<file path="src/hw/rtl/cfbf_pkg.sv">
`timescale 1ns / 1ps
// ----------------------------------------------------------------------------
// cfbf_pkg
// Shared types, constants and the DLC length table for the CAN frame byte
// framer.
// ----------------------------------------------------------------------------
package cfbf_pkg;

	// Field widths
	localparam int unsigned CMD_W    = 2;
	localparam int unsigned ID_W     = 29;
	localparam int unsigned DLC_W    = 4;
	localparam int unsigned BYTE_W   = 8;
	localparam int unsigned COUNT_W  = 15;
	localparam int unsigned FRAMES_W = 12;
	localparam int unsigned LEN_W    = 7;
	localparam int unsigned IDX_W    = 3;
	localparam int unsigned MAX_RES  = 5;

	// Framing constants
	localparam logic [BYTE_W-1:0]   SYNC_BYTE       = 8'hAA;
	localparam logic [BYTE_W-1:0]   END_BYTE        = 8'h55;
	localparam logic [COUNT_W-1:0]  MAX_BATCH_BYTES = 15'd16384;
	localparam logic [COUNT_W-1:0]  CAP_RESET       = 15'd16384;
	localparam logic [FRAMES_W-1:0] FRAMES_MAX      = 12'hFFF;
	localparam logic [COUNT_W:0]    FRAME_OVERHEAD  = 16'd5;

	// Command codes
	typedef enum logic [CMD_W-1:0] {
		CMD_START   = 2'd0,
		CMD_HEADER  = 2'd1,
		CMD_PAYLOAD = 2'd2
	} cmd_t;

	// Registered input transaction
	typedef struct packed {
		logic [CMD_W-1:0]  cmd;
		logic [15:0]       id_lo;
		logic [DLC_W-1:0]  dlc;
		logic [BYTE_W-1:0] pb;
	} item_t;

	// Burst of results caused by one transaction
	typedef struct packed {
		logic [IDX_W-1:0]                n;
		logic [MAX_RES-1:0][BYTE_W-1:0]  bytes;
		logic [COUNT_W-1:0]              base;
		logic [FRAMES_W-1:0]             frames_pre;
		logic [FRAMES_W-1:0]             frames_post;
		logic                            has_end;
		logic                            rejected;
	} burst_t;

	// CAN FD data length code to payload byte count
	function automatic logic [LEN_W-1:0] dlc_len(input logic [DLC_W-1:0] dlc);
		logic [LEN_W-1:0] len;
		case (dlc)
			4'd9:    len = 7'd12;
			4'd10:   len = 7'd16;
			4'd11:   len = 7'd20;
			4'd12:   len = 7'd24;
			4'd13:   len = 7'd32;
			4'd14:   len = 7'd48;
			4'd15:   len = 7'd64;
			default: len = {3'b000, dlc};
		endcase
		return len;
	endfunction

endpackage

</file>
<file path="src/hw/rtl/cfbf_in_stage.sv">
`timescale 1ns / 1ps
// ----------------------------------------------------------------------------
// cfbf_in_stage
// Input register: captures one transaction and holds it until the framer
// core takes it.
// ----------------------------------------------------------------------------
module cfbf_in_stage (
	input  logic                          clk,
	input  logic                          arst_n,
	input  logic                          item_valid,
	output logic                          item_stall,
	input  logic [cfbf_pkg::CMD_W-1:0]    cmd,
	input  logic [cfbf_pkg::ID_W-1:0]     frame_id,
	input  logic [cfbf_pkg::DLC_W-1:0]    dlc_code,
	input  logic [cfbf_pkg::BYTE_W-1:0]   payload_byte,
	input  logic                          free,
	output logic                          valid_s1,
	output cfbf_pkg::item_t               item_s1
);
	import cfbf_pkg::*;

	logic accept;
	logic [ID_W-17:0] id_hi_unused;

	// Stall while a held transaction cannot move on
	assign item_stall   = valid_s1 & ~free;
	assign accept       = item_valid & ~item_stall;
	assign id_hi_unused = frame_id[ID_W-1:16];

	// Hold the valid flag
	always_ff @(posedge clk or negedge arst_n) begin
		if (!arst_n) begin
			valid_s1 <= 1'b0;
		end else if (accept) begin
			valid_s1 <= 1'b1;
		end else if (free) begin
			valid_s1 <= 1'b0;
		end
	end

	// Capture the payload; only the low identifier bytes are kept
	always_ff @(posedge clk) begin
		if (accept) begin
			item_s1.cmd   <= cmd;
			item_s1.id_lo <= frame_id[15:0];
			item_s1.dlc   <= dlc_code;
			item_s1.pb    <= payload_byte;
		end
	end

endmodule

</file>
<file path="src/hw/rtl/cfbf_core.sv">
`timescale 1ns / 1ps
// ----------------------------------------------------------------------------
// cfbf_core
// Batch state and decode: turns one transaction into a burst of result bytes
// and updates counters, frame and batch flags in the same cycle.
// ----------------------------------------------------------------------------
module cfbf_core (
	input  logic                           clk,
	input  logic                           arst_n,
	input  logic                           cfg_wr_en,
	input  logic [cfbf_pkg::COUNT_W-1:0]   cfg_wr_data,
	input  logic                           take,
	input  cfbf_pkg::item_t                item_s1,
	output cfbf_pkg::burst_t               burst
);
	import cfbf_pkg::*;

	logic [COUNT_W-1:0]  cap_q;
	logic [COUNT_W-1:0]  count_q;
	logic [FRAMES_W-1:0] frames_q;
	logic [LEN_W-1:0]    left_q;
	logic                open_q;
	logic                closed_q;

	logic [COUNT_W-1:0]  cap;
	logic [LEN_W-1:0]    len;
	logic [COUNT_W:0]    need;
	logic [FRAMES_W-1:0] frames_inc;

	logic [COUNT_W-1:0]  count_d;
	logic [FRAMES_W-1:0] frames_d;
	logic [LEN_W-1:0]    left_d;
	logic                open_d;
	logic                closed_d;

	// Saturate capacity and size the frame
	assign cap        = (cap_q > MAX_BATCH_BYTES) ? MAX_BATCH_BYTES : cap_q;
	assign len        = dlc_len(item_s1.dlc);
	assign need       = {1'b0, count_q} + {{(COUNT_W+1-LEN_W){1'b0}}, len} + FRAME_OVERHEAD;
	assign frames_inc = (frames_q == FRAMES_MAX) ? frames_q : frames_q + 12'd1;

	// Decode the transaction into a burst and next state
	always_comb begin
		burst.n           = '0;
		burst.bytes       = '0;
		burst.base        = count_q;
		burst.frames_pre  = frames_q;
		burst.frames_post = frames_q;
		burst.has_end     = 1'b0;
		burst.rejected    = 1'b0;
		count_d  = count_q;
		frames_d = frames_q;
		left_d   = left_q;
		open_d   = open_q;
		closed_d = closed_q;
		case (item_s1.cmd)
			CMD_START: begin
				count_d  = '0;
				frames_d = '0;
				left_d   = '0;
				open_d   = 1'b0;
				closed_d = 1'b0;
			end
			CMD_HEADER: begin
				if (!closed_q && !open_q) begin
					if (need > {1'b0, cap}) begin
						burst.n        = 3'd1;
						burst.rejected = 1'b1;
						closed_d       = 1'b1;
					end else begin
						burst.bytes[0] = SYNC_BYTE;
						burst.bytes[1] = item_s1.id_lo[7:0];
						burst.bytes[2] = item_s1.id_lo[15:8];
						burst.bytes[3] = {1'b0, len};
						burst.bytes[4] = END_BYTE;
						left_d         = len;
						if (len == '0) begin
							burst.n           = 3'd5;
							burst.has_end     = 1'b1;
							burst.frames_post = frames_inc;
							count_d           = count_q + 15'd5;
							frames_d          = frames_inc;
							open_d            = 1'b0;
						end else begin
							burst.n = 3'd4;
							count_d = count_q + 15'd4;
							open_d  = 1'b1;
						end
					end
				end
			end
			CMD_PAYLOAD: begin
				if (open_q && left_q != '0) begin
					burst.bytes[0] = item_s1.pb;
					burst.bytes[1] = END_BYTE;
					left_d         = left_q - 7'd1;
					if (left_q == 7'd1) begin
						burst.n           = 3'd2;
						burst.has_end     = 1'b1;
						burst.frames_post = frames_inc;
						count_d           = count_q + 15'd2;
						frames_d          = frames_inc;
						open_d            = 1'b0;
					end else begin
						burst.n = 3'd1;
						count_d = count_q + 15'd1;
					end
				end
			end
			default: begin
			end
		endcase
	end

	// Hold the capacity register
	always_ff @(posedge clk or negedge arst_n) begin
		if (!arst_n) begin
			cap_q <= CAP_RESET;
		end else if (cfg_wr_en) begin
			cap_q <= cfg_wr_data;
		end
	end

	// Advance batch state when a transaction is taken
	always_ff @(posedge clk or negedge arst_n) begin
		if (!arst_n) begin
			count_q  <= '0;
			frames_q <= '0;
			left_q   <= '0;
			open_q   <= 1'b0;
			closed_q <= 1'b0;
		end else if (take) begin
			count_q  <= count_d;
			frames_q <= frames_d;
			left_q   <= left_d;
			open_q   <= open_d;
			closed_q <= closed_d;
		end
	end

endmodule

</file>
<file path="src/hw/rtl/cfbf_emit.sv">
`timescale 1ns / 1ps
// ----------------------------------------------------------------------------
// cfbf_emit
// Result register: holds one burst and hands out its results one a cycle while res_stall is low.
// ----------------------------------------------------------------------------
module cfbf_emit (
	input  logic                            clk,
	input  logic                            arst_n,
	input  logic                            valid_s1,
	input  cfbf_pkg::burst_t                burst,
	output logic                            free,
	output logic                            res_valid,
	input  logic                            res_stall,
	output logic [cfbf_pkg::BYTE_W-1:0]     out_byte,
	output logic                            frame_end,
	output logic                            frame_rejected,
	output logic [cfbf_pkg::COUNT_W-1:0]    batch_bytes,
	output logic [cfbf_pkg::FRAMES_W-1:0]   batch_frames
);
	import cfbf_pkg::*;

	burst_t           burst_s2;
	logic             valid_s2;
	logic [IDX_W-1:0] idx_q;
	logic             last;
	logic             take_out;
	logic             load;

	assign last     = (idx_q == burst_s2.n - 3'd1);
	assign take_out = valid_s2 & ~res_stall;
	assign free     = ~valid_s2 | (take_out & last);
	assign load     = valid_s1 & free;

	// Drive the current result
	assign res_valid      = valid_s2;
	assign out_byte       = burst_s2.rejected ? '0 : burst_s2.bytes[idx_q];
	assign frame_rejected = burst_s2.rejected;
	assign frame_end      = burst_s2.rejected | (burst_s2.has_end & last);
	assign batch_bytes    = burst_s2.rejected ? burst_s2.base :
		burst_s2.base + {{(COUNT_W-IDX_W){1'b0}}, idx_q} + 15'd1;
	assign batch_frames   = frame_end ? burst_s2.frames_post : burst_s2.frames_pre;

	// Load a new burst or step through the held one
	always_ff @(posedge clk or negedge arst_n) begin
		if (!arst_n) begin
			valid_s2 <= 1'b0;
			idx_q    <= '0;
		end else if (load) begin
			valid_s2 <= (burst.n != '0);
			idx_q    <= '0;
		end else if (take_out) begin
			if (last) begin
				valid_s2 <= 1'b0;
			end else begin
				idx_q <= idx_q + 3'd1;
			end
		end
	end

	// Capture the burst payload
	always_ff @(posedge clk) begin
		if (load) begin
			burst_s2 <= burst;
		end
	end

endmodule

</file>
<file path="src/hw/rtl/can_frame_byte_framer_unit.sv">
`timescale 1ns / 1ps
// ----------------------------------------------------------------------------
// can_frame_byte_framer_unit
// Packs CAN FD frames into a byte batch for a serial link: start, header and
// payload transactions in, one framed byte per result transaction out.
// ----------------------------------------------------------------------------
//  Channel | Handshake                 | Payload
//  --------+---------------------------+--------------------------------------
//  item    | item_valid / item_stall   | cmd, frame_id, dlc_code, payload_byte
//  result  | res_valid / res_stall     | out_byte, frame_end, frame_rejected,
//          |                           | batch_bytes, batch_frames
//  config  | cfg_wr_en                 | cfg_wr_data (batch capacity)
//
//  An item is registered, then decoded combinationally into a burst of 0 to 5
//  results held in the result register, which emits one result a cycle.
//  The single result port paces the items: the next item is taken while
//  the last result of a burst goes out.
//  Reset clears batch state and sets the capacity to 16384.
//  Stalls on the result side hold the burst and back-pressure the item side.
// ----------------------------------------------------------------------------
module can_frame_byte_framer_unit (
	input  logic                            clk,
	input  logic                            arst_n,
	input  logic                            item_valid,
	output logic                            item_stall,
	input  logic [cfbf_pkg::CMD_W-1:0]      cmd,
	input  logic [cfbf_pkg::ID_W-1:0]       frame_id,
	input  logic [cfbf_pkg::DLC_W-1:0]      dlc_code,
	input  logic [cfbf_pkg::BYTE_W-1:0]     payload_byte,
	output logic                            res_valid,
	input  logic                            res_stall,
	output logic [cfbf_pkg::BYTE_W-1:0]     out_byte,
	output logic                            frame_end,
	output logic                            frame_rejected,
	output logic [cfbf_pkg::COUNT_W-1:0]    batch_bytes,
	output logic [cfbf_pkg::FRAMES_W-1:0]   batch_frames,
	input  logic                            cfg_wr_en,
	input  logic [cfbf_pkg::COUNT_W-1:0]    cfg_wr_data
);
	import cfbf_pkg::*;

	logic   valid_s1;
	item_t  item_s1;
	burst_t burst;
	logic   free;
	logic   take;

	// Move the held item into the core once the result register frees up
	assign take = valid_s1 & free;

	cfbf_in_stage u_in_stage (
		.clk          (clk),
		.arst_n       (arst_n),
		.item_valid   (item_valid),
		.item_stall   (item_stall),
		.cmd          (cmd),
		.frame_id     (frame_id),
		.dlc_code     (dlc_code),
		.payload_byte (payload_byte),
		.free         (free),
		.valid_s1     (valid_s1),
		.item_s1      (item_s1)
	);

	cfbf_core u_core (
		.clk         (clk),
		.arst_n      (arst_n),
		.cfg_wr_en   (cfg_wr_en),
		.cfg_wr_data (cfg_wr_data),
		.take        (take),
		.item_s1     (item_s1),
		.burst       (burst)
	);

	cfbf_emit u_emit (
		.clk            (clk),
		.arst_n         (arst_n),
		.valid_s1       (valid_s1),
		.burst          (burst),
		.free           (free),
		.res_valid      (res_valid),
		.res_stall      (res_stall),
		.out_byte       (out_byte),
		.frame_end      (frame_end),
		.frame_rejected (frame_rejected),
		.batch_bytes    (batch_bytes),
		.batch_frames   (batch_frames)
	);

endmodule

</file>
<file path="config.mk">
export PLATFORM = sky130hd
export DESIGN_NAME = can_frame_byte_framer_unit
export DESIGN_NICKNAME = d
export VERILOG_FILES = /design/src/hw/rtl/cfbf_pkg.sv /design/src/hw/rtl/cfbf_in_stage.sv /design/src/hw/rtl/cfbf_core.sv /design/src/hw/rtl/cfbf_emit.sv /design/src/hw/rtl/can_frame_byte_framer_unit.sv
export SDC_FILE = /design/constraint.sdc
export NUM_CORES = 1
export LEC_CHECK = 0
export ABC_AREA = 1
export BUFFER_PORTS_ARGS = -buffer_cell sky130_fd_sc_hd__buf_2
export CAP_MARGIN = 20
export CORE_MARGIN = 1.5
export CORE_UTILIZATION = 41
export CTS_BUF_LIST = sky130_fd_sc_hd__clkbuf_4
export DETAILED_ROUTE_END_ITERATION = 6
export GPL_ROUTABILITY_DRIVEN = 1
export PLACE_DENSITY_LB_ADDON = 0.12
export SLEW_MARGIN = 0
export SYNTH_ARGS = -nofsm -noshare
export SYNTH_HDL_FRONTEND = slang
export SYNTH_SLANG_ARGS = --single-unit
</file>
<file path="constraint.sdc">
create_clock -name clk -period 5.45 [get_ports clk]
set_input_delay 1.09 -clock clk [delete_from_list [all_inputs] [get_ports clk]]
set_output_delay 1.09 -clock clk [all_outputs]
set_load 0.03 [all_outputs]
</file>
After elaboration in Yosys (flattened, before gate mapping)
Cells that the tools add are included.
- register bits: 170
- latch bits: 0
- bits in writable memories: 0
- bits in read-only memories: 0
- input bits: 63
- output and inout bits: 39
- logic and storage cells: 151
- memories: 0
- $add $sub $neg: 12
- multipliers: 0
- divide/modulo/power cells: 0
- magnitude comparators: 3
- equal/unequal tests: 19
- shifts and indexed selects: 0
- mux-type cells: 57
- bitwise gates (word level): 14
- reduce and logical (&&, ||, !) cells: 21
- operators with widths (cell ; count):
    $mux 15 ; 8
    $mux 12 ; 7
    $mux 13 ; 4
    $pmux 7 s7 ; 1
    $pmux 15 s3 ; 1
    $mux 43 ; 1
    $mux 39 ; 1
    $pmux 12 s3 ; 1
    $pmux 16 s2 ; 1
    $add 15x1->15 const B ; 2
    $add 15x3->15 const B ; 2
    $eq 4x4->1 const B ; 7
    $pmux 13 s2 ; 1
    $bmux 8 s3 ; 1
    $mux 7 ; 3
    $pmux 7 s3 ; 1
    $add 15x7->16 ; 1
    $add 16x3->16 const B ; 1
    $gt 16x15->1 ; 1
    $mux 8 ; 2
    $add 15x2->15 const B ; 1
    $add 15x3->15 ; 1
    $gt 15x15->1 const B ; 1
    $mux 3 ; 5
    34 further kinds ; 71

Logic depth before layout (Yosys ltp)
Gate-level depths: netlist (run 1).
- word-level depth: 10
- depth in mapped cells: 29
- mapped depth without buffers: 28

By module
From an unflattened synthesis (run 1), not the netlist that was laid out.
- cell total of the unflattened synthesis: 1256
- area total of the unflattened synthesis: 10361.2 um^2
- modules (own cells, without submodules) (module ; instances ; cells an instance ; area an instance (um^2) ; sequential area each (um^2)):
    cfbf_core ; 1 ; 882 ; 5526.6 ; 1277.5
    cfbf_emit ; 1 ; 335 ; 3868.7 ; 2622.5
    cfbf_in_stage ; 1 ; 37 ; 958.4 ; 925.9
    can_frame_byte_framer_unit ; 1 ; 2 ; 7.5 ; 0.0

Least setup slack after synthesis (run 1)
No wires, ideal clock.
- path kind: reg2reg
- start point: reg u_in_stage.item_s1[9] (netlist name)
- end point: reg u_core.frames_q[2]
- setup time: 118 ps
- data arrival time: 3731 ps
- required time: 5332 ps
- path slack: 1600 ps
- stages on the path, launching flop included: 29
- path buffers: 1
- period minus slack after synthesis: 3850 ps
- cell sequence: edfxtp_1 > nor2_1 > inv_1 > o21ai_0 > nand2_1 > inv_1 > ha_1 > ha_1 > fa_1 > nand3_1 > nand2_1 > nand4_1 > nand2_1 > nand2_1 > xor2_1 > ha_1 > a21oi_1 > nand2_1 > a21oi_1 > nand2_1 > nand2_1 > nand2_1 > nand2_1 > nand2_2 > nor2_8 > nand3_4 > buf_6 > nand2_1 > nand2_1
- cells in the longest elaborated chain, start to end: 7
- elaborated cells between the ends (all ways): 15
- classes of those cells: 2 x add/sub; 1 x order compare; 9 x eq/ne; 1 x mux; 2 x reduce/logical
- RTL lines (item ; RTL line ; RTL):
    $eq 4x4->1 ; cfbf_pkg.sv:57 ; case (dlc)
    $pmux 7 s7 * ; cfbf_pkg.sv:57 ;
    via u_core.len[1] ; cfbf_core.sv:26 ; logic [LEN_W-1:0] len;
    $add 15x7->16 ; cfbf_core.sv:39 ; assign need = {1'b0, count_q} + {{(COUNT_W+1-LEN_W){1'b0}}, len} + FRAME_OVERHEAD;
    $add 16x3->16 ; cfbf_core.sv:39 ;
    $gt 16x15->1 ; cfbf_core.sv:66 ; if (need > {1'b0, cap}) begin
    $ne 2x2->1 (no source line) ; -- ;
    $reduce_and 7->1 (no source line) * ; -- ;
    end signal, assigned ; cfbf_core.sv:134 ; frames_q <= frames_d;
    end, declared ; cfbf_core.sv:20 ; logic [FRAMES_W-1:0] frames_q;
Mark *: on every way through the listed nets, which the timed path passes. The rest lies on a longest branch.
A chain may end at the register's enable or synchronous reset.

Final worst setup path (run 1)
- start point: reg u_in_stage.item_s1[9] (netlist name)
- end point: reg u_core.frames_q[8]
- cells in the longest elaborated chain, start to end: 7
- elaborated cells between the ends (all ways): 15
- classes of those cells: 2 x add/sub; 1 x order compare; 9 x eq/ne; 1 x mux; 2 x reduce/logical
- RTL lines (item ; RTL line):
    $eq 4x4->1 ; cfbf_pkg.sv:57
    $pmux 7 s7 * ; cfbf_pkg.sv:57
    via u_core.len[1] ; cfbf_core.sv:26
    $add 15x7->16 ; cfbf_core.sv:39
    $add 16x3->16 ; cfbf_core.sv:39
    $gt 16x15->1 ; cfbf_core.sv:66
    $ne 2x2->1 (no source line) ; --
    $reduce_and 7->1 (no source line) * ; --
Marked as above.

==> impl_metrics.tcl, run 1 <==
set metrics [dict create \
    status "complete, no violations" \
    core_area_sq_mm 0.0233 \
    worst_ep_required_time_ns 5.93 \
    cts.path.max_buffers 2 \
    critPathCaptureType "register" \
    grt-ovfl-total 0 \
    flow.area_growth_from_synthesis_pct 10.9 \
    grt_pass1_wl_um 38900 \
    critical_path.slowest_cell "sky130_fd_sc_hd__edfxtp_1" \
    max_stage_delay_ns 0.48 \
    grt_use_total_pct 20.3 \
    top_library_cells_by_usage_in_the_layout_fill_and_taps_aside "239 x sky130_fd_sc_hd__nand2_1, 138 x sky130_fd_sc_hd__inv_1, 121 x sky130_fd_sc_hd__nor2_1" \
    critPathArrivalTime_ns 5.34 \
    layout.cells.most_common "sky130_fd_sc_hd__nand2_1" \
    layout_setup_ws_ns 0.591 \
    final_net_count 1329 \
    post_synth_instance_area_sq_mm 0.00972 \
    grt_max_degree 81 \
    finalHoldViolCount 0 \
    num_cts_buffers 17 \
    cts_tree "yes" \
    synth_edf_count 106 \
    post-route-min-period_ns 4.86 \
    syn_area_per_cell_sq_um 8.53 \
    synth_nets 1250 \
    crit_path_max_fanout 23 \
    post_route_cells_drive_above_1_share_pct 14.0 \
    clk-insertion-delay-late_ns 0.60 \
    max-slew-margin-rel_pct 35.1 \
    tightest_slew_ns 0.973 \
    placement.setup.worst_slack_ns 0.563 \
    setup_repair_after_global_routing_missed_its_margin "false" \
    chipHeight_um 157 \
    grt_antenna_before_repair 1 \
    vdd_ir_drop_max_uv 308 \
    initial_core_util_pct 41.7 \
    leakage_nw 4.88 \
    io_pins 102 \
    dr_wl_cell_um 15.3 \
    critPathMostFrequentCell "sky130_fd_sc_hd__nand2_1" \
    final-setup-viol-count 0 \
    routabilityCongestion 0.860 \
    viasPerCell 5.15 \
    dr_total_vias 7985 \
    port_buffers 88 \
    max_clock_freq_ghz 0.206 \
    design.die.area_sq_mm 0.0246 \
    worstHoldPathType "in2async" \
    postSynth.asyncResetShare_pct 34.6 \
    drt-initial-drc-count 575 \
    synth.lib_cells_used.distinct 51 \
    clkTransAtPathRegs_ns 0.16 \
    post-cts-setup-buffer-count 0 \
    drt_wl_total_um 23800 \
    place.detailed.hpwl_um 16600 \
    synth_sequential_area_ratio_pct 47.2 \
    drc 0 \
    row_count 56 \
    final_min_period_over_clock_period_pct 89.2 \
    drt-pass1-iter-count 7 \
    max_cap_viol_count 0 \
    start_kind "register" \
    cts_sinks 162 \
    ctsRootBufferMaster "sky130_fd_sc_hd__clkbuf_4" \
    filler_cell_count 2302 \
    sum_neg_setup_slack_ns 0 \
    ys_seq_elements 162 \
    report.final.slew_viol_count 0 \
    synth_warnings 0 \
    critical_path_class "reg2reg" \
    first_global_vias 7496 \
    clock_tree.htree_level_count 4 \
    antenna_left 0 \
    clock_skew_ns 0.0235 \
    die_w_um 157 \
    postSynthCellCount 1139 \
    cellPowerDensity_mw_per_mm2 533 \
    primary_ff_master_synth "sky130_fd_sc_hd__edfxtp_1" \
]
metal layers:
layer | vias up | part of all wire (%) | wire [um] | GRT usage (%)
li1 | 3999 | - | - | -
met1 | 3763 | 46 | 11000 | 27.5
met2 | 192 | 48 | 11400 | 33.7
met3 | 31 | 4.0 | 946 | 2.95
met4 | 0 | 1.8 | 423 | 6.26
met5 | - | 0 | 0 | 0
final timing paths:
| path | slack, ns | endpoint | from | depth (start not counted) |
|---|---|---|---|---|
| worst max-delay path | 0.59 | u_core.frames_q[8] | u_in_stage.item_s1[9] | 27 |
| worst min-delay path | 0.46 | u_core.cap_q[13] | arst_n | 1 |
| worst max register to register | 0.59 | u_core.frames_q[8] | u_in_stage.item_s1[9] | 27 |
| worst min register to register | 0.53 | u_emit.burst_s2[49] | u_in_stage.item_s1[12] | 2 |
| max in group asynchronous | 4.07 | u_core.frames_q[7] | arst_n | 2 |
| min in group clk | 0.53 | u_emit.burst_s2[49] | u_in_stage.item_s1[12] | 2 |
synthesized netlist by cell type, types with 25 or more instances:
library cell / n / area share (%)
sky130_fd_sc_hd__nand2_1: 240 / 9.3
sky130_fd_sc_hd__inv_1: 138 / 5.3
sky130_fd_sc_hd__nor2_1: 121 / 4.7
sky130_fd_sc_hd__edfxtp_1: 106 / 33
sky130_fd_sc_hd__nand3_1: 79 / 4.1
sky130_fd_sc_hd__o21ai_0: 79 / 4.1
sky130_fd_sc_hd__a21oi_1: 57 / 2.9
sky130_fd_sc_hd__dfrtp_1: 55 / 14
sky130_fd_sc_hd__ha_1: 46 / 5.9
sky130_fd_sc_hd__nand4_1: 37 / 2.4
sky130_fd_sc_hd__xor2_1: 27 / 2.4
sky130_fd_sc_hd__clkbuf_1: 25 / 0.97
registers in the layout, summed over array words and instances (netlist names):
| name | cells |
|---|---|
| u_emit.idx_q | 3 |
| u_core.frames_q | 12 |
| u_core.open_q | 1 |
| u_core.closed_q | 1 |
| u_emit.res_valid | 1 |
| u_core.cap_q | 15 |
| u_emit.burst_s2 | 75 |
| u_in_stage.item_s1 | 30 |
| u_core.count_q | 15 |
| u_emit.frame_rejected | 1 |
| u_core.left_q | 7 |
| u_in_stage.valid_s1 | 1 |
cells by family after synthesis:
group                      Yosys count  share of synthesized area (%)
DFF                                162                           47.2
and+or+nand+nor                    504                           22.5
buffers and inverters              182                           7.72
muxes                               21                           2.43
adders and majority gates           48                           6.33
xor gates and xnor gates            39                           3.51
AOI/OAI and AO/OA                  183                           10.3
repair_timing:
item | 4_1_cts | 5_1_grt
hold buffers | 0 | 0
gates resized for setup | 0 | 1
endpoints found under the setup margin | 0 | 2
critical path: cells and delay by family (launching register included):
| kind | cells | cell delay [ns] |
|---|---|---|
| xor+xnor | 1 | 0.22 |
| flops | 1 | 0.48 |
| fa+ha+maj | 4 | 1.14 |
| compound gates | 3 | 0.44 |
| buf+inv | 2 | 0.15 |
| simple gates | 17 | 2.28 |
through the flow:
step / power, mW / std cells / util (%) / hold slack [ns] / cell area, sq um
3_3_place_gp: 4.95 / 1517 / 44.8 / 0.495 / 10400
4_1_cts: 5.80 / 1549 / 46.2 / 0.446 / 10800
2_1_floorplan: 4.19 / 1139 / - / 0.424 / 9720
5_1_grt: 6.21 / 1551 / 46.2 / 0.461 / 10800
3_5_place_dp: 4.98 / 1517 / 44.8 / 0.497 / 10400
6_report: 5.75 / 1551 / 46.2 / 0.462 / 10800
layout make-up:
class	count	area [sq um]	share of cell area, %
timing repair buffer	99	536	4.97
multi-input combinational	795	4390	40.7
antenna	1	2.50	0.0232
sequential	162	4590	42.5
clock buffer	17	128	1.18
clock inverter	15	200	1.86
inverter	143	547	5.07
tap	319	399	3.70
report_power, final:
part | leakage (nW) | internal (mW) | switching, mW | total [mW]
sequential | 1.76 | 1.85 | 0.301 | 2.15
combinational | 2.95 | 0.864 | 1.92 | 2.78
clock | 0.176 | 0.269 | 0.541 | 0.811
(Power assumes the default switching activity.)
==> run 2, diff against run 1 <==
- CORE_UTILIZATION: 41 -> 40
- GPL_TIMING_DRIVEN: not set -> 0
==> run 2 against run 1 <==
Combinational power grew 4%. Sequential power about the same. Hold slack better by 0.029 ns. Non-clock buffer count is 29 higher. Register-to-register slack improved by 0.07 ns. Fmax grew 1.5%. First-iteration DRC count increased by 13%. Sequential share of layout area is 0.38 points lower.
==> impl_metrics.tcl, run 2 (synthesized netlist as in run 1, its figures left out) <==
set metrics [dict create \
    ctsRootBufferMaster "sky130_fd_sc_hd__clkbuf_4" \
    placed_cells 1547 \
    core_area_sq_mm 0.0237 \
    clock_skew_ns 0.0264 \
    critical_path.slowest_cell "sky130_fd_sc_hd__edfxtp_1" \
    design.die.area_sq_mm 0.0252 \
    grt-ovfl-total 0 \
    layout.cells.most_common "sky130_fd_sc_hd__nand2_1" \
    pwr-share-clk_pct 12.6 \
    critPathMostFrequentCell "sky130_fd_sc_hd__nand2_1" \
    post_route_cells_drive_above_1_share_pct 13.9 \
    largest_registers "u_emit.burst_s2 x75, u_in_stage.item_s1 x30" \
    grt_antenna_before_repair 1 \
    port_buffers 88 \
    utilization_pct 45.9 \
    initial_core_util_pct 41.0 \
    viasPerCell 5.12 \
    critPathArrivalTime_ns 5.21 \
    max_cap_viol_count 0 \
    buffers_inverters_on_critical_path 3 \
    max_clock_freq_ghz 0.209 \
    routabilityCongestion 0.953 \
    cts_sinks 162 \
    critical_path_class "reg2reg" \
    drt-pass1-iter-count 7 \
    tightest_slew_ns 0.871 \
    chipHeight_um 159 \
    drc 0 \
    num_cts_buffers 17 \
    dr_wl_cell_um 16.0 \
    die_w_um 159 \
    r2r_setup_slack_ns 0.66 \
    cts.path.max_buffers 2 \
    final_net_count 1358 \
    layout_setup_ws_ns 0.664 \
    sum_neg_setup_slack_ns 0 \
    post-route-min-period_ns 4.79 \
    finalHoldViolCount 0 \
    worst_ep_required_time_ns 5.87 \
    grt_pass1_wl_um 41200 \
    cts_tree "yes" \
    share_of_power_burned_in_registers_pct 37.1 \
    first_global_vias 7863 \
    postCtsResizedCells 0 \
    row_count 56 \
    path_delay_family "simple AND/OR/NAND/NOR gates" \
    final_min_period_over_clock_period_pct 87.8 \
    largest_register_ff_count 75 \
    drt_wl_total_um 25200 \
    top_library_cells_by_usage_in_the_layout_fill_and_taps_aside "240 x sky130_fd_sc_hd__nand2_1, 138 x sky130_fd_sc_hd__inv_1, 121 x sky130_fd_sc_hd__nor2_1" \
    grt_max_degree 81 \
    hold_buffers 0 \
    clk-insertion-delay-late_ns 0.59 \
    max-slew-margin-rel_pct 41.9 \
    antenna_left 0 \
    max_stage_delay_ns 0.48 \
    io_pins 102 \
    worstHoldPathType "reg2reg" \
    start_kind "register" \
    dr_total_vias 8084 \
    final-setup-viol-count 0 \
    cellPowerDensity_mw_per_mm2 531 \
    clock_tree.htree_level_count 4 \
    power.internal_mw 2.97 \
    switching_power_mw 2.81 \
    crit_path_max_fanout 10 \
    post-cts-setup-buffer-count 0 \
    comb_power_share_pct 50.3 \
    switching_share_pct 48.7 \
    status "complete, no violations" \
    clkTransAtPathRegs_ns 0.17 \
    critPathCaptureType "register" \
    stdcell_count 1580 \
    setup_repair_after_global_routing_missed_its_margin "false" \
    place.detailed.hpwl_um 18400 \
    vdd_ir_drop_max_uv 265 \
    drt-initial-drc-count 652 \
    flow.area_growth_from_synthesis_pct 11.9 \
    reg_with_most_ffs "u_emit.burst_s2" \
    leakage_nw 4.91 \
    report.final.slew_viol_count 0 \
    placement.setup.worst_slack_ns 0.718 \
    grt_use_total_pct 20.6 \
]
-- run 2: changes by cell type in the layout (fill, tap and decap cells not counted), moves of 2 or more --
cell                       previous run  this run
sky130_fd_sc_hd__clkbuf_1             0        25
sky130_fd_sc_hd__buf_4               10         2
sky130_fd_sc_hd__buf_6                0         6
sky130_fd_sc_hd__buf_2               88        93
sky130_fd_sc_hd__clkinv_4             1         4
sky130_fd_sc_hd__inv_8                7         5
-- run 2: cell type report --
class,count,area [sq um]
Antenna cell,1,2.50
Buffer,39,204
Clock buffer,17,128
Clock inverter,15,161
Fill cell,2420,12800
Inverter,143,547
Multi-Input combinational cell,795,4380
Sequential cell,162,4590
Tap cell,319,399
Timing Repair Buffer,89,470
-- run 2: layer usage --
layer	routed length (um)	GRT usage, %
met1	11700	28.2
met4	461	6.17
met5	0	0
met2	11800	33.4
met3	1270	3.66
-- run 2: power by group through the flow --
stage               Sequential (mW)  Combinational [mW]  Clock, mW
floorplan                      2.08                2.11          0
finish                         2.15                2.90      0.729
global placement               2.17                2.87          0
detailed placement             2.18                2.91          0
global route                   2.20                3.24      0.803
CTS                            2.15                2.92      0.755
-- run 2: worst paths after layout --
check,start,end,cells after the start
setup / recovery,u_in_stage.item_s1[9],u_emit.burst_s2[3],25
hold / removal,u_core.count_q[13],u_emit.burst_s2[39],0
setup reg to reg,u_in_stage.item_s1[9],u_emit.burst_s2[3],25
hold reg to reg,u_core.count_q[13],u_emit.burst_s2[39],0
max in group asynchronous,arst_n,u_core.frames_q[2],1
min in group asynchronous,arst_n,u_core.cap_q[13],1
-- run 2: stage by stage --
| stage | instance area, sq um | power, mW | hold WS (ns) |
|---|---|---|---|
| floorplan | 9720 | 4.19 | 0.424 |
| global placement | 10600 | 5.04 | 0.444 |
| detailed placement | 10600 | 5.09 | 0.444 |
| CTS | 10900 | 5.83 | 0.498 |
| global route | 10900 | 6.24 | 0.520 |
| finish | 10900 | 5.78 | 0.492 |
==> run 3, diff against run 2 <==
- CORE_ASPECT_RATIO: not set -> 1.4
- REMOVE_ABC_BUFFERS: not set -> 1
- clock period: 5.45 -> 4.75 ns (I/O delays scaled with it)
==> run 3 against run 2 <==
Via count is 0.51% higher. Sequential power up 16%. Global-route usage barely moved. Clock-buffer cell count unchanged. Highest routed layer unchanged. Cell count fell by 1.6%. Register-to-register slack worse by 0.33 ns. Combinational power rose by 17%. Largest power group unchanged. Sequential share of layout area is 0.20 points lower. Routed wire length is 0.33% higher.
==> impl_metrics.tcl, run 3 (synthesized netlist as in run 1, its figures left out) <==
set metrics [dict create \
    buffers_inverters_on_critical_path 2 \
    critPathCaptureType "register" \
    antenna_left 0 \
    vdd_ir_drop_max_uv 262 \
    tightest_slew_ns 1.11 \
    max_cap_viol_count 0 \
    pwr-share-clk_pct 12.1 \
    cellPowerDensity_mw_per_mm2 611 \
    report.final.slew_viol_count 0 \
    critPathMostFrequentCell "sky130_fd_sc_hd__nand2_1" \
    start_kind "register" \
    clkTransAtPathRegs_ns 0.15 \
    row_count 67 \
    clock_tree.htree_level_count 4 \
    clock_skew_ns 0.0321 \
    drt-initial-drc-count 529 \
    leakage_nw 4.91 \
    place.detailed.hpwl_um 16800 \
    r2r_setup_slack_ns 0.33 \
    clk-insertion-delay-late_ns 0.63 \
    first_global_vias 7796 \
    drt-pass1-iter-count 5 \
    reg_with_most_ffs "u_emit.burst_s2" \
    power.internal_mw 3.47 \
    initial_core_util_pct 40.7 \
    num_cts_buffers 17 \
    dr_wl_cell_um 16.3 \
    largest_register_ff_count 75 \
    worst_ep_required_time_ns 5.25 \
    critical_path.reg2reg.endpoint "u_core.frames_q[10]" \
    critical_path_class "reg2reg" \
    worstHoldPathType "in2async" \
    crit-reg2reg-launch "u_in_stage.item_s1[10]" \
    path_delay_family "simple AND/OR/NAND/NOR gates" \
    cts.path.max_buffers 2 \
    grt-ovfl-total 0 \
    hold-worst-slack_ns 0.408 \
    drc 0 \
    share_of_power_burned_in_registers_pct 37.4 \
    routabilityCongestion 0.859 \
    drt_wl_total_um 25300 \
    layout_setup_ws_ns 0.332 \
    layout.cells.most_common "sky130_fd_sc_hd__nand2_1" \
    final-setup-viol-count 0 \
    stdcell_count 1555 \
    chipHeight_um 187 \
    max_clock_freq_ghz 0.226 \
    ctsRootBufferMaster "sky130_fd_sc_hd__clkbuf_4" \
    final_min_period_over_clock_period_pct 93.0 \
    final_net_count 1342 \
    die_w_um 135 \
    io_pins 102 \
    comb_power_share_pct 50.5 \
    cts_sinks 162 \
    post_route_cells_drive_above_1_share_pct 16.0 \
    finalHoldViolCount 0 \
    core_area_sq_mm 0.0239 \
    post-route-min-period_ns 4.42 \
    cts_tree "yes" \
    critPathArrivalTime_ns 4.92 \
    largest_registers "u_emit.burst_s2 x75, u_in_stage.item_s1 x30" \
    grt_max_degree 81 \
    switching_share_pct 48.1 \
    grt_antenna_before_repair 1 \
    grt_pass1_wl_um 40200 \
    critical_path.slowest_cell "sky130_fd_sc_hd__edfxtp_1" \
    utilization_pct 45.8 \
    viasPerCell 5.23 \
    top_library_cells_by_usage_in_the_layout_fill_and_taps_aside "233 x sky130_fd_sc_hd__nand2_1, 137 x sky130_fd_sc_hd__inv_1, 119 x sky130_fd_sc_hd__nor2_1" \
    max-slew-margin-rel_pct 25.8 \
    crit_path_max_fanout 6 \
    flow.area_growth_from_synthesis_pct 12.6 \
    placement.setup.worst_slack_ns -0.616 \
    worstRegToRegCells 25 \
    setup_repair_after_global_routing_missed_its_margin "true" \
    status "complete, no violations" \
    port_buffers 88 \
    design.die.area_sq_mm 0.0253 \
    max_stage_delay_ns 0.44 \
    dr_total_vias 8125 \
    placed_cells 1500 \
    report.power.total_mw 6.69 \
    grt_use_total_pct 20.6 \
    switching_power_mw 3.22 \
]
## run 3: how the worst max path moves through the flow
stage,from,to,cells after the start
floorplan,u_in_stage.item_s1[9],u_core.frames_q[0],27
global placement,u_in_stage.item_s1[8],u_core.frames_q[6],23
detailed placement,u_in_stage.item_s1[8],u_core.frames_q[10],23
CTS,u_in_stage.item_s1[9],u_emit.burst_s2[53],26
global route,u_in_stage.item_s1[10],u_core.open_q,28
finish,u_in_stage.item_s1[10],u_core.frames_q[10],25
## run 3: layout make-up
class                      instances  area, sq um
sequential                       162         4590
multi-input combinational        799         4500
inverter                         143          547
fill                            2444        13000
antenna                            1         2.50
clock buffer                      17          128
timing repair buffer             108          652
tap                              310          388
clock inverter                    15          133
## run 3: metal layers
metal / up-vias / wire length, um / global-route usage (%)
li1: 4019 / - / -
met1: 3857 / 10600 / 24.6
met2: 204 / 13100 / 36.8
met3: 45 / 1030 / 3.28
met4: 0 / 619 / 7.86
met5: - / 0 / 0
## run 3: what timing repair did
item	CTS	global route
hold endpoints to repair	0	0
hold buffers	0	0
pin swaps	3	6
cloned	3	1
resized for setup	7	19
setup endpoints to repair	59	78
setup buffers	9	8
## run 3: per-stage QoR
stage | TNS [ns] | instance area (sq um)
2_1_floorplan | 0 | 9520
3_3_place_gp | -17.35 | 10300
3_5_place_dp | -19.03 | 10400
4_1_cts | 0 | 10800
5_1_grt | -0.0428 | 10900
6_report | 0 | 10900
## run 3: worst register-to-register path: stages, from the launching register on
cell                       delay (ns)
sky130_fd_sc_hd__edfxtp_1        0.44
sky130_fd_sc_hd__nor2_2          0.12
sky130_fd_sc_hd__inv_1           0.06
sky130_fd_sc_hd__o21ai_0         0.13
sky130_fd_sc_hd__nand2_1         0.11
sky130_fd_sc_hd__inv_1           0.07
sky130_fd_sc_hd__ha_1            0.22
sky130_fd_sc_hd__ha_1            0.23
sky130_fd_sc_hd__fa_1            0.40
sky130_fd_sc_hd__nand3_1         0.10
sky130_fd_sc_hd__nand2_1         0.11
sky130_fd_sc_hd__nand4_1         0.15
sky130_fd_sc_hd__a21oi_1         0.10
sky130_fd_sc_hd__xor2_1          0.16
sky130_fd_sc_hd__ha_1            0.30
sky130_fd_sc_hd__nand3_1         0.10
sky130_fd_sc_hd__nor2_1          0.22
sky130_fd_sc_hd__nand3_2         0.20
sky130_fd_sc_hd__nand2_2         0.16
sky130_fd_sc_hd__nand2_2         0.09
sky130_fd_sc_hd__nand2_1         0.11
sky130_fd_sc_hd__nand2_4         0.13
sky130_fd_sc_hd__nor2_8          0.17
sky130_fd_sc_hd__nand3_2         0.23
sky130_fd_sc_hd__nand2_1         0.13
sky130_fd_sc_hd__nand2_1         0.05
## run 3: power by group through the flow
stage	logic [mW]	registers [mW]	clock network (mW)
detailed placement	3.17	2.54	0
global placement	3.10	2.53	0
finish	3.38	2.50	0.808
CTS	3.31	2.51	0.841
global route	3.74	2.57	0.888
floorplan	2.28	2.42	0
